File: config.mk
export PLATFORM = sky130hd
export DESIGN_NAME = pid_controller_clamped
export DESIGN_NICKNAME = d
export VERILOG_FILES = /design/src/design/pidc_pkg.sv /design/src/design/pidc_cfg_regs.sv /design/src/design/pidc_core.sv /design/src/design/pid_controller_clamped.sv
export SDC_FILE = /design/constraint.sdc
export NUM_CORES = 2
export LEC_CHECK = 0
export BUFFER_PORTS_ARGS = -buffer_cell sky130_fd_sc_hd__buf_2
export CELL_PAD_IN_SITES_DETAIL_PLACEMENT = 0
export CELL_PAD_IN_SITES_GLOBAL_PLACEMENT = 1
export CORE_ASPECT_RATIO = 0.75
export CORE_MARGIN = 5
export CORE_UTILIZATION = 55
export CTS_BUF_LIST = sky130_fd_sc_hd__clkbuf_4
export DETAILED_ROUTE_END_ITERATION = 16
export GPL_TIMING_DRIVEN = 0
export PLACE_DENSITY = 0.89
export SYNTH_ARGS = -nofsm -noshare
export SYNTH_HDL_FRONTEND = slang
export SYNTH_SLANG_ARGS = --single-unit
File: constraint.sdc
create_clock -name clk -period 57.8 [get_ports clk]
set_input_delay 11.56 -clock clk [delete_from_list [all_inputs] [get_ports clk]]
set_output_delay 11.56 -clock clk [all_outputs]
set_load 0.005 [all_outputs]
File: src/design/pidc_pkg.sv
package pidc_pkg;

  localparam int PADDR_W = 5;
  localparam int PDATA_W = 32;

  typedef logic [2:0] reg_idx_t;

  localparam reg_idx_t REG_KP_GAIN     = 3'd0;
  localparam reg_idx_t REG_KI_GAIN     = 3'd1;
  localparam reg_idx_t REG_KD_GAIN     = 3'd2;
  localparam reg_idx_t REG_INTEG_LIMIT = 3'd3;
  localparam reg_idx_t REG_DERIV_LIMIT = 3'd4;
  localparam reg_idx_t REG_OUT_LIMIT   = 3'd5;
  localparam reg_idx_t REG_ERR_LIMIT   = 3'd6;

  localparam logic [14:0] LIMIT_RESET = 15'h7fff;

  localparam logic ACT_STEP  = 1'b0;
  localparam logic ACT_CLEAR = 1'b1;

  typedef struct packed {
    logic signed [15:0] kp_gain;
    logic signed [15:0] ki_gain;
    logic signed [15:0] kd_gain;
    logic [14:0]        integ_limit;
    logic [14:0]        deriv_limit;
    logic [14:0]        out_limit;
    logic [14:0]        err_limit;
  } pidc_cfg_t;

endpackage

File: src/design/pidc_cfg_regs.sv
module pidc_cfg_regs
  import pidc_pkg::*;
(
  input  logic               clk,
  input  logic               rst_n,
  input  logic               psel,
  input  logic               penable,
  input  logic               pwrite,
  input  logic [PADDR_W-1:0] paddr,
  input  logic [PDATA_W-1:0] pwdata,
  output logic [PDATA_W-1:0] prdata,
  output logic               pready,
  output pidc_cfg_t          cfg
);

  pidc_cfg_t cfg_r;
  reg_idx_t  idx;
  logic      wr_en;

  assign idx    = paddr[4:2];
  assign wr_en  = psel && penable && pwrite;
  assign pready = 1'b1;
  assign cfg    = cfg_r;

  always_ff @(posedge clk) begin
    if (!rst_n) begin
      cfg_r.kp_gain     <= '0;
      cfg_r.ki_gain     <= '0;
      cfg_r.kd_gain     <= '0;
      cfg_r.integ_limit <= LIMIT_RESET;
      cfg_r.deriv_limit <= LIMIT_RESET;
      cfg_r.out_limit   <= LIMIT_RESET;
      cfg_r.err_limit   <= LIMIT_RESET;
    end else if (wr_en) begin
      case (idx)
        REG_KP_GAIN:     cfg_r.kp_gain     <= $signed(pwdata[15:0]);
        REG_KI_GAIN:     cfg_r.ki_gain     <= $signed(pwdata[15:0]);
        REG_KD_GAIN:     cfg_r.kd_gain     <= $signed(pwdata[15:0]);
        REG_INTEG_LIMIT: cfg_r.integ_limit <= pwdata[14:0];
        REG_DERIV_LIMIT: cfg_r.deriv_limit <= pwdata[14:0];
        REG_OUT_LIMIT:   cfg_r.out_limit   <= pwdata[14:0];
        REG_ERR_LIMIT:   cfg_r.err_limit   <= pwdata[14:0];
        default: ;
      endcase
    end
  end

  always_comb begin
    case (idx)
      REG_KP_GAIN:     prdata = {16'd0, cfg_r.kp_gain};
      REG_KI_GAIN:     prdata = {16'd0, cfg_r.ki_gain};
      REG_KD_GAIN:     prdata = {16'd0, cfg_r.kd_gain};
      REG_INTEG_LIMIT: prdata = {17'd0, cfg_r.integ_limit};
      REG_DERIV_LIMIT: prdata = {17'd0, cfg_r.deriv_limit};
      REG_OUT_LIMIT:   prdata = {17'd0, cfg_r.out_limit};
      REG_ERR_LIMIT:   prdata = {17'd0, cfg_r.err_limit};
      default:         prdata = '0;
    endcase
  end

endmodule

File: src/design/pidc_core.sv
module pidc_core
  import pidc_pkg::*;
(
  input  logic               clk,
  input  logic               rst_n,
  input  pidc_cfg_t          cfg,
  input  logic               advance,
  input  logic               action,
  input  logic signed [15:0] feedback,
  input  logic signed [15:0] setpoint,
  output logic signed [15:0] drive_nxt
);

  logic signed [15:0] integ_r, integ_nxt;
  logic signed [15:0] prev_err_r;

  logic signed [16:0] diff;
  logic signed [15:0] err;
  logic signed [31:0] kp_prod;
  logic signed [31:0] ki_prod;
  logic signed [16:0] err_delta;
  logic signed [32:0] kd_prod;
  logic signed [23:0] p_term;
  logic signed [23:0] ki_term;
  logic signed [24:0] d_raw;
  logic signed [15:0] d_term;
  logic signed [25:0] integ_sum;
  logic signed [25:0] total;
  logic signed [15:0] drive_step;

  // Symmetric clamp; every caller's value fits in 26 bits.
  function automatic logic signed [15:0] clamp_sym(input logic signed [25:0] v,
                                                   input logic [14:0] lim);
    logic signed [25:0] pos;
    logic signed [25:0] neg;
    pos = $signed({11'd0, lim});
    neg = -pos;
    if (v > pos) begin
      clamp_sym = pos[15:0];
    end else if (v < neg) begin
      clamp_sym = neg[15:0];
    end else begin
      clamp_sym = v[15:0];
    end
  endfunction

  always_comb begin
    diff       = 17'(setpoint) - 17'(feedback);
    err        = clamp_sym(26'(diff), cfg.err_limit);
    kp_prod    = 32'(cfg.kp_gain) * 32'(err);
    ki_prod    = 32'(cfg.ki_gain) * 32'(err);
    err_delta  = 17'(err) - 17'(prev_err_r);
    kd_prod    = 33'(cfg.kd_gain) * 33'(err_delta);
    // drop the Q8.8 fraction, rounding toward minus infinity
    p_term     = $signed(kp_prod[31:8]);
    ki_term    = $signed(ki_prod[31:8]);
    d_raw      = $signed(kd_prod[32:8]);
    integ_sum  = 26'(integ_r) + 26'(ki_term);
    integ_nxt  = clamp_sym(integ_sum, cfg.integ_limit);
    d_term     = clamp_sym(26'(d_raw), cfg.deriv_limit);
    total      = 26'(p_term) + 26'(integ_nxt) + 26'(d_term);
    drive_step = clamp_sym(total, cfg.out_limit);
    drive_nxt  = (action == ACT_CLEAR) ? 16'sd0 : drive_step;
  end

  always_ff @(posedge clk) begin
    if (!rst_n) begin
      integ_r    <= '0;
      prev_err_r <= '0;
    end else if (advance) begin
      if (action == ACT_CLEAR) begin
        integ_r    <= '0;
        prev_err_r <= '0;
      end else begin
        integ_r    <= integ_nxt;
        prev_err_r <= err;
      end
    end
  end

endmodule

File: src/design/pid_controller_clamped.sv
// Channel   | Ports                                   | Moves
// ----------+-----------------------------------------+-------------------------
// input     | in_valid/in_ready, in_action,            | one step or clear word
//           | in_feedback, in_setpoint                 |
// result    | out_valid/out_ready, out_drive           | one drive word per input
// config    | psel/penable/pwrite/paddr/pwdata/prdata  | gain and limit registers
//
// One word per cycle sustained while out_ready is high; an accepted word waits
// in the input register, and the single PID pass lands it in the result
// register, raising out_valid, once the result side is free. The integrator and
// previous error update in that pass, so consecutive words chain without gaps.
// Synchronous reset clears the pipeline and the state and resets the registers.
// A stall holds the stored words; in_ready stays high while out_ready is high.
module pid_controller_clamped
  import pidc_pkg::*;
(
  input  logic               clk,
  input  logic               rst_n,
  input  logic               in_valid,
  output logic               in_ready,
  input  logic               in_action,
  input  logic signed [15:0] in_feedback,
  input  logic signed [15:0] in_setpoint,
  output logic               out_valid,
  input  logic               out_ready,
  output logic signed [15:0] out_drive,
  input  logic               psel,
  input  logic               penable,
  input  logic               pwrite,
  input  logic [PADDR_W-1:0] paddr,
  input  logic [PDATA_W-1:0] pwdata,
  output logic [PDATA_W-1:0] prdata,
  output logic               pready
);

  pidc_cfg_t cfg;

  logic               s1_valid_r;
  logic               s1_action_r;
  logic signed [15:0] s1_feedback_r;
  logic signed [15:0] s1_setpoint_r;
  logic               out_valid_r;
  logic signed [15:0] out_drive_r;
  logic signed [15:0] drive_nxt;
  logic               advance;
  logic               in_take;

  assign advance   = s1_valid_r && (!out_valid_r || out_ready);
  assign in_ready  = !s1_valid_r || advance;
  assign in_take   = in_valid && in_ready;
  assign out_valid = out_valid_r;
  assign out_drive = out_drive_r;

  pidc_cfg_regs u_regs (
    .clk    (clk),
    .rst_n  (rst_n),
    .psel   (psel),
    .penable(penable),
    .pwrite (pwrite),
    .paddr  (paddr),
    .pwdata (pwdata),
    .prdata (prdata),
    .pready (pready),
    .cfg    (cfg)
  );

  pidc_core u_core (
    .clk      (clk),
    .rst_n    (rst_n),
    .cfg      (cfg),
    .advance  (advance),
    .action   (s1_action_r),
    .feedback (s1_feedback_r),
    .setpoint (s1_setpoint_r),
    .drive_nxt(drive_nxt)
  );

  always_ff @(posedge clk) begin
    if (!rst_n) begin
      s1_valid_r  <= 1'b0;
      out_valid_r <= 1'b0;
    end else begin
      if (in_take) begin
        s1_valid_r <= 1'b1;
      end else if (advance) begin
        s1_valid_r <= 1'b0;
      end
      if (advance) begin
        out_valid_r <= 1'b1;
      end else if (out_ready) begin
        out_valid_r <= 1'b0;
      end
    end
  end

  // payload: hold unless a new word lands
  always_ff @(posedge clk) begin
    if (in_take) begin
      s1_action_r   <= in_action;
      s1_feedback_r <= in_feedback;
      s1_setpoint_r <= in_setpoint;
    end
    if (advance) begin
      out_drive_r <= drive_nxt;
    end
  end

endmodule

# Word level (Yosys, flattened, before mapping)
# Cells that the tools add are included.
[totals]
inputBits = 77
wordCells = 76
ff_bits = 191
[op_classes]
n_mul = 3
n_reduce_logical = 19
muxes = 15
eq_ne = 6
n_addsub = 9
n_lt_le_gt_ge = 8
[ops]
columns = ["operator", "count"]
rows = [
  ["$mux 16", 9],
  ["$pmux 16 s7", 1],
  ["$neg 15->26", 4],
  ["$mul 16x16->32", 2],
  ["$gt 26x16->1", 2],
  ["$lt 26x26->1", 2],
  ["$sub 16x16->17", 2],
  ["$mul 16x17->33", 1],
  ["$add 25x16->26", 1],
  ["$lt 17x26->1", 1],
  ["$lt 25x26->1", 1],
  ["$add 16x24->25", 1],
  ["$add 24x16->25", 1],
  ["$gt 25x16->1", 1],
  ["$gt 17x16->1", 1],
  ["$mux 15", 1],
  ["$reduce_and 2->1", 7],
  ["$eq 3x3->1 const B", 3],
  ["$eq 3x2->1 const B", 2],
  ["$logic_and 1x1->1", 4],
  ["$mux 1", 4],
  ["$reduce_bool 2->1", 2],
  ["$eq 3x1->1 const B", 1],
  ["$logic_not 3->1", 1],
  ["other kinds (3)", 5],
]

# Logic depth before layout (Yosys ltp)
[logic_depth]
ltp_word = 14
mapped_depth = 106
ltp_nobuf = 101

# By module
# Synthesis repeated with hierarchy kept, for this count alone.
[hier_totals]
cells_unflattened = 5497
hier_area_um2 = 48128.7
[by_module_without_submodules]
columns = ["mod", "area_each_um2", "cells_per_inst", "instances", "seq_area_each_um2"]
rows = [
  ["pidc_core", 41421.0, 4925, 1, 640.6],
  ["pidc_cfg_regs", 5132.4, 514, 1, 2162.1],
  ["pid_controller_clamped", 1575.3, 58, 1, 1511.4],
]

# Worst setup path before layout
# No wires, ideal clock.
[synth_path]
kind = "in2out"
start = "input port paddr[2]"
end = "output port prdata[11]"
required_ns = 46.240
setup_slack_ns = 33.231
path_stages = 4
arrival_time_ns = 13.009
cell_sequence = "clkbuf_1 clkbuf_1 mux4_2 mux2_2"
[synth_between]
elab_chain_len = 2
[synth_lines]
columns = ["element", "line", "rtl"]
rows = [
  ["from (decl)", "pid_controller_clamped.sv:30", "input logic [PADDR_W-1:0] paddr,"],
  ["$eq 3x3->1 (tied with other cells)", "pidc_cfg_regs.sv:49", "case (idx)"],
  ["$pmux 16 s7 (*)", "pidc_cfg_regs.sv:49", ""],
  ["to (decl)", "pid_controller_clamped.sv:32", "output logic [PDATA_W-1:0] prdata,"],
]
# Mark *: on every way between the ends. The rest lies on a longest branch, timed or not.

# Worst setup path after layout
[layout_path]
start = "register s1_feedback_r[1]"
end = "register out_drive_r[1], in the netlist out_drive[1], data pin"
[layout_between]
elab_chain_len = 14
[layout_lines]
columns = ["element", "line", "rtl"]
rows = [
  ["from (decl)", "pid_controller_clamped.sv:40", "logic signed [15:0] s1_feedback_r;"],
  ["from (signal assigned)", "pid_controller_clamped.sv:100", "s1_feedback_r <= in_feedback;"],
  ["$sub 16x16->17 (*)", "pidc_core.sv:48", "diff = 17'(setpoint) - 17'(feedback);"],
  ["$lt 17x26->1", "pidc_core.sv:40", "end else if (v < neg) begin"],
  ["$mux 16", "pidc_core.sv:40", ""],
  ["$mux 16 (*)", "pidc_core.sv:38", "if (v > pos) begin"],
  ["$mul 16x16->32", "pidc_core.sv:51", "ki_prod = 32'(cfg.ki_gain) * 32'(err);"],
  ["$add 16x24->25", "pidc_core.sv:58", "integ_sum = 26'(integ_r) + 26'(ki_term);"],
  ["$lt 26x26->1", "pidc_core.sv:40", ""],
  ["$mux 16", "pidc_core.sv:40", ""],
  ["$mux 16", "pidc_core.sv:38", ""],
  ["$add 24x16->25", "pidc_core.sv:61", "total = 26'(p_term) + 26'(integ_nxt) + 26'(d_term);"],
  ["$add 25x16->26 (*)", "pidc_core.sv:61", ""],
  ["$lt 26x26->1", "pidc_core.sv:40", ""],
  ["$mux 16", "pidc_core.sv:40", ""],
  ["$mux 15 (*)", "pidc_core.sv:38", ""],
  ["to (signal assigned)", "pid_controller_clamped.sv:104", "out_drive_r <= drive_nxt;"],
  ["to (decl)", "pid_controller_clamped.sv:43", "logic signed [15:0] out_drive_r;"],
]
# Marked as above.
# A chain may end at the register's enable or synchronous reset.

==> impl_results.md <==
- Post-cts resize count: 0
- Post-synth ARST share: 0
- First-pass GRT wire length: 245000 µm
- CP endpoint kind: flip-flop
- Core footprint: between 80000 and 90000 µm²
- Period Utilization, post-route: 0.461
- Clk_lat worst skew: ~0.72 ns
- RSZ-0062 raised after global routing: false
- Post-Layout Cell Count: approximately 7000
- Req. time, crit path: ~58 ns
- Total Nets Final: just over 7000
- Post-synth EDFFs: 49
- CTS Buf Count: 17
- Htree depth: 4
- Initial Util: 0.553
- Clk_skew: approximately 0.057 ns
- Endpoints failing hold: 0
- Startpoint types: flip-flop
- FMAX: 37.5 MHz
- Number of max-cap violations: 4
- Total negative slack: 0 ns
- Buffers on Ports: 91
- Total GRT Usage: 0.340
- Die ar.: 94200 µm²
- Post-route DRC: 0
- Layout Area Growth over Synthesis: 5.02%
- CTS root buf: clkbuf_4
- Min Tclk post-route: ~27 ns
- Place WS: about 32 ns
- Pre-antenna DRT Iters: 8
- Pin count of the biggest net entering global routing: 34
- Final Util: 0.581
- CTS tree: yes
- Max Root-Sink Buffers: 2
- Met1 wire length: 68700 µm
- Syn avg cell area: 8.56 µm²
- Hold WC Path Type: reg2reg
- Layout cells sized above 1: 0.0429
- Hold WS: slightly above 0.5 ns
- Vias per cell: 5.80
- DIE WIDTH: 353 µm
- Most frequent cells in the layout: inv_1, fa_1, nand2_1
- Leak: around 25 nW
- Cts hold-fix bufs: 0
- Via count: 40400
- Setup violators final: 0
- WL final: ~160000 µm
- Metal3 WL: 23500 µm
- Worst path slowest cell: o21ai_1
- Die Ht: approximately 270 µm
- Detailed Place HPWL: ~130000 µm
- Io pins: 128
- GP Congestion: roughly 1.0
- Slew Limit Headroom: -0.0402
- Final Slew Violations: 23
- Post-synth cell types: just over 90
- Synth Warn #: 0
- FP Rows: between 90 and 100
- Final Cell Area: slightly above 50000 µm²
- Met2 routed WL: 62200 µm
- Antenna Nets Post-Route: 0
- Placed cell count: approximately 6900
- Vias in the first global route: approximately 40000
- Crit-path max cell delay: roughly 1.2 ns
- Clk slew on worst S/H paths: around 0.23 ns
- Highest routed layer: met5
- Main synth FF type: dfxtp_1
- Crit path kind: reg2reg
- Buffers plus inverters on the worst setup path: 14
- Placed cell areas: 50600 µm²
- Most common cell after layout, fill and taps aside: inv_1
- Initial antenna violation count: 9
- Pwr Total: approximately 1.8 mW
- Register area share after synthesis: 0.0890
- Starting DRT DRC Count: roughly 4300
- FF-to-FF setup slack: between 30 and 40 ns
- Synth Register Bits: 191
- Setup bufs post-CTS: 0
- Status: finished with violations
- CP max FO: 10
- Worst path top cell family by delay: compound AO/OA/AOI/OAI gates
- Clock Sink Count: ~190
- GRT overflow: 0
- DR WL/cell: between 20 and 25 µm
- Mapped Cells: about 5700
- Worst-margin pin slew: approximately 1.6 ns
- Worst setup margin: around 31 ns
- P per Cell Area: approximately 35 nW/µm²
- Failing checks: max-capacitance violations, max-slew violations
- Crit path arrival time: around 27 ns
- Mapped Area: ~48000 µm²
- Peak VDD IR: between 0.07 and 0.08 mV
==> cells by family (layout without fill, tap and decap cells) <==
family | count (synthesis) | in the layout | synth area share
adders and majority gates | 1302 | 1302 | 0.464
buffers and inverters | 1357 | 1489 | 0.107
other | 2 | 23 | 0.000155
DFF | 191 | 191 | 0.0890
muxes | 67 | 67 | 0.0157
and+or+nand+nor | 1697 | 1697 | 0.171
AOI/OAI and AO/OA | 847 | 847 | 0.118
xor gates and xnor gates | 197 | 197 | 0.0356
==> metal layers <==
layer  up-vias  GRT usage
met1     19900      0.498
met2      2093      0.469
met4         4     0.0880
li1      18200          -
met5         -          0
met3       281      0.137
==> where the power goes <==
part           total, mW  switching (mW)  internal [mW]
combinational       1.52           0.964          0.554
clock             0.0820          0.0585         0.0236
sequential         0.163         0.00525          0.158
==> flip-flops by register name, summed over array words and instances (netlist names) <==
| signal | count |
|---|---|
| u_core.integ_r | 16 |
| s1_setpoint_r | 16 |
| s1_action_r | 1 |
| u_regs.cfg | 108 |
| u_core.prev_err_r | 16 |
| out_valid | 1 |
| s1_valid_r | 1 |
| out_drive | 16 |
| s1_feedback_r | 16 |
==> tightest hold or removal path: cells and delay by family (launching register included) <==
kind            cells  cell delay [ns]
compound gates      1             0.07
flops               1             0.37
simple gates        1             0.05
==> layout make-up <==
type | count | area [µm²]
Antenna cell | 6 | 15.0
Buffer | 261 | 1080
Clock buffer | 17 | 128
Clock inverter | 15 | 171
Fill cell | 7957 | 36700
Inverter | 1096 | 4110
Multi-Input combinational cell | 4127 | 39100
Sequential cell | 191 | 4310
Tap cell | 1152 | 1440
Timing Repair Buffer | 100 | 583
==> path summary, 6_finish.rpt <==
kind,from,endpoint,depth (start not counted)
worst min register to register,u_core.integ_r[10],u_core.integ_r[10],2
worst max-delay path,s1_feedback_r[1],out_drive[1],95
worst min-delay path,u_core.integ_r[10],u_core.integ_r[10],2
worst max register to register,s1_feedback_r[1],out_drive[1],95
==> synthesized netlist by cell type, types with 22 or more instances <==
cell	instances	share of area
inv_1	1094	0.085
fa_1	825	0.34
nand2_1	714	0.055
ha_1	474	0.12
and2_1	338	0.044
clkbuf_1	219	0.017
nor2_1	194	0.015
o21ai_0	169	0.017
a21oi_1	167	0.017
xnor2_1	152	0.027
dfxtp_1	142	0.059
nor2b_1	95	0.012
o211ai_1	78	0.012
o21a_1	74	0.011
nor3_1	66	0.0068
nand3_1	64	0.0066
a21boi_0	62	0.0096
edfxtp_1	49	0.030
a21o_1	47	0.0073
xor2_1	45	0.0081
nand2b_1	44	0.0057
mux2i_1	43	0.0089
a22oi_1	33	0.0051
nand4_1	30	0.0039
or2_2	27	0.0035
or3_1	25	0.0032
a211oi_1	22	0.0034
Note: power is estimated with default switching activity, not from simulation.
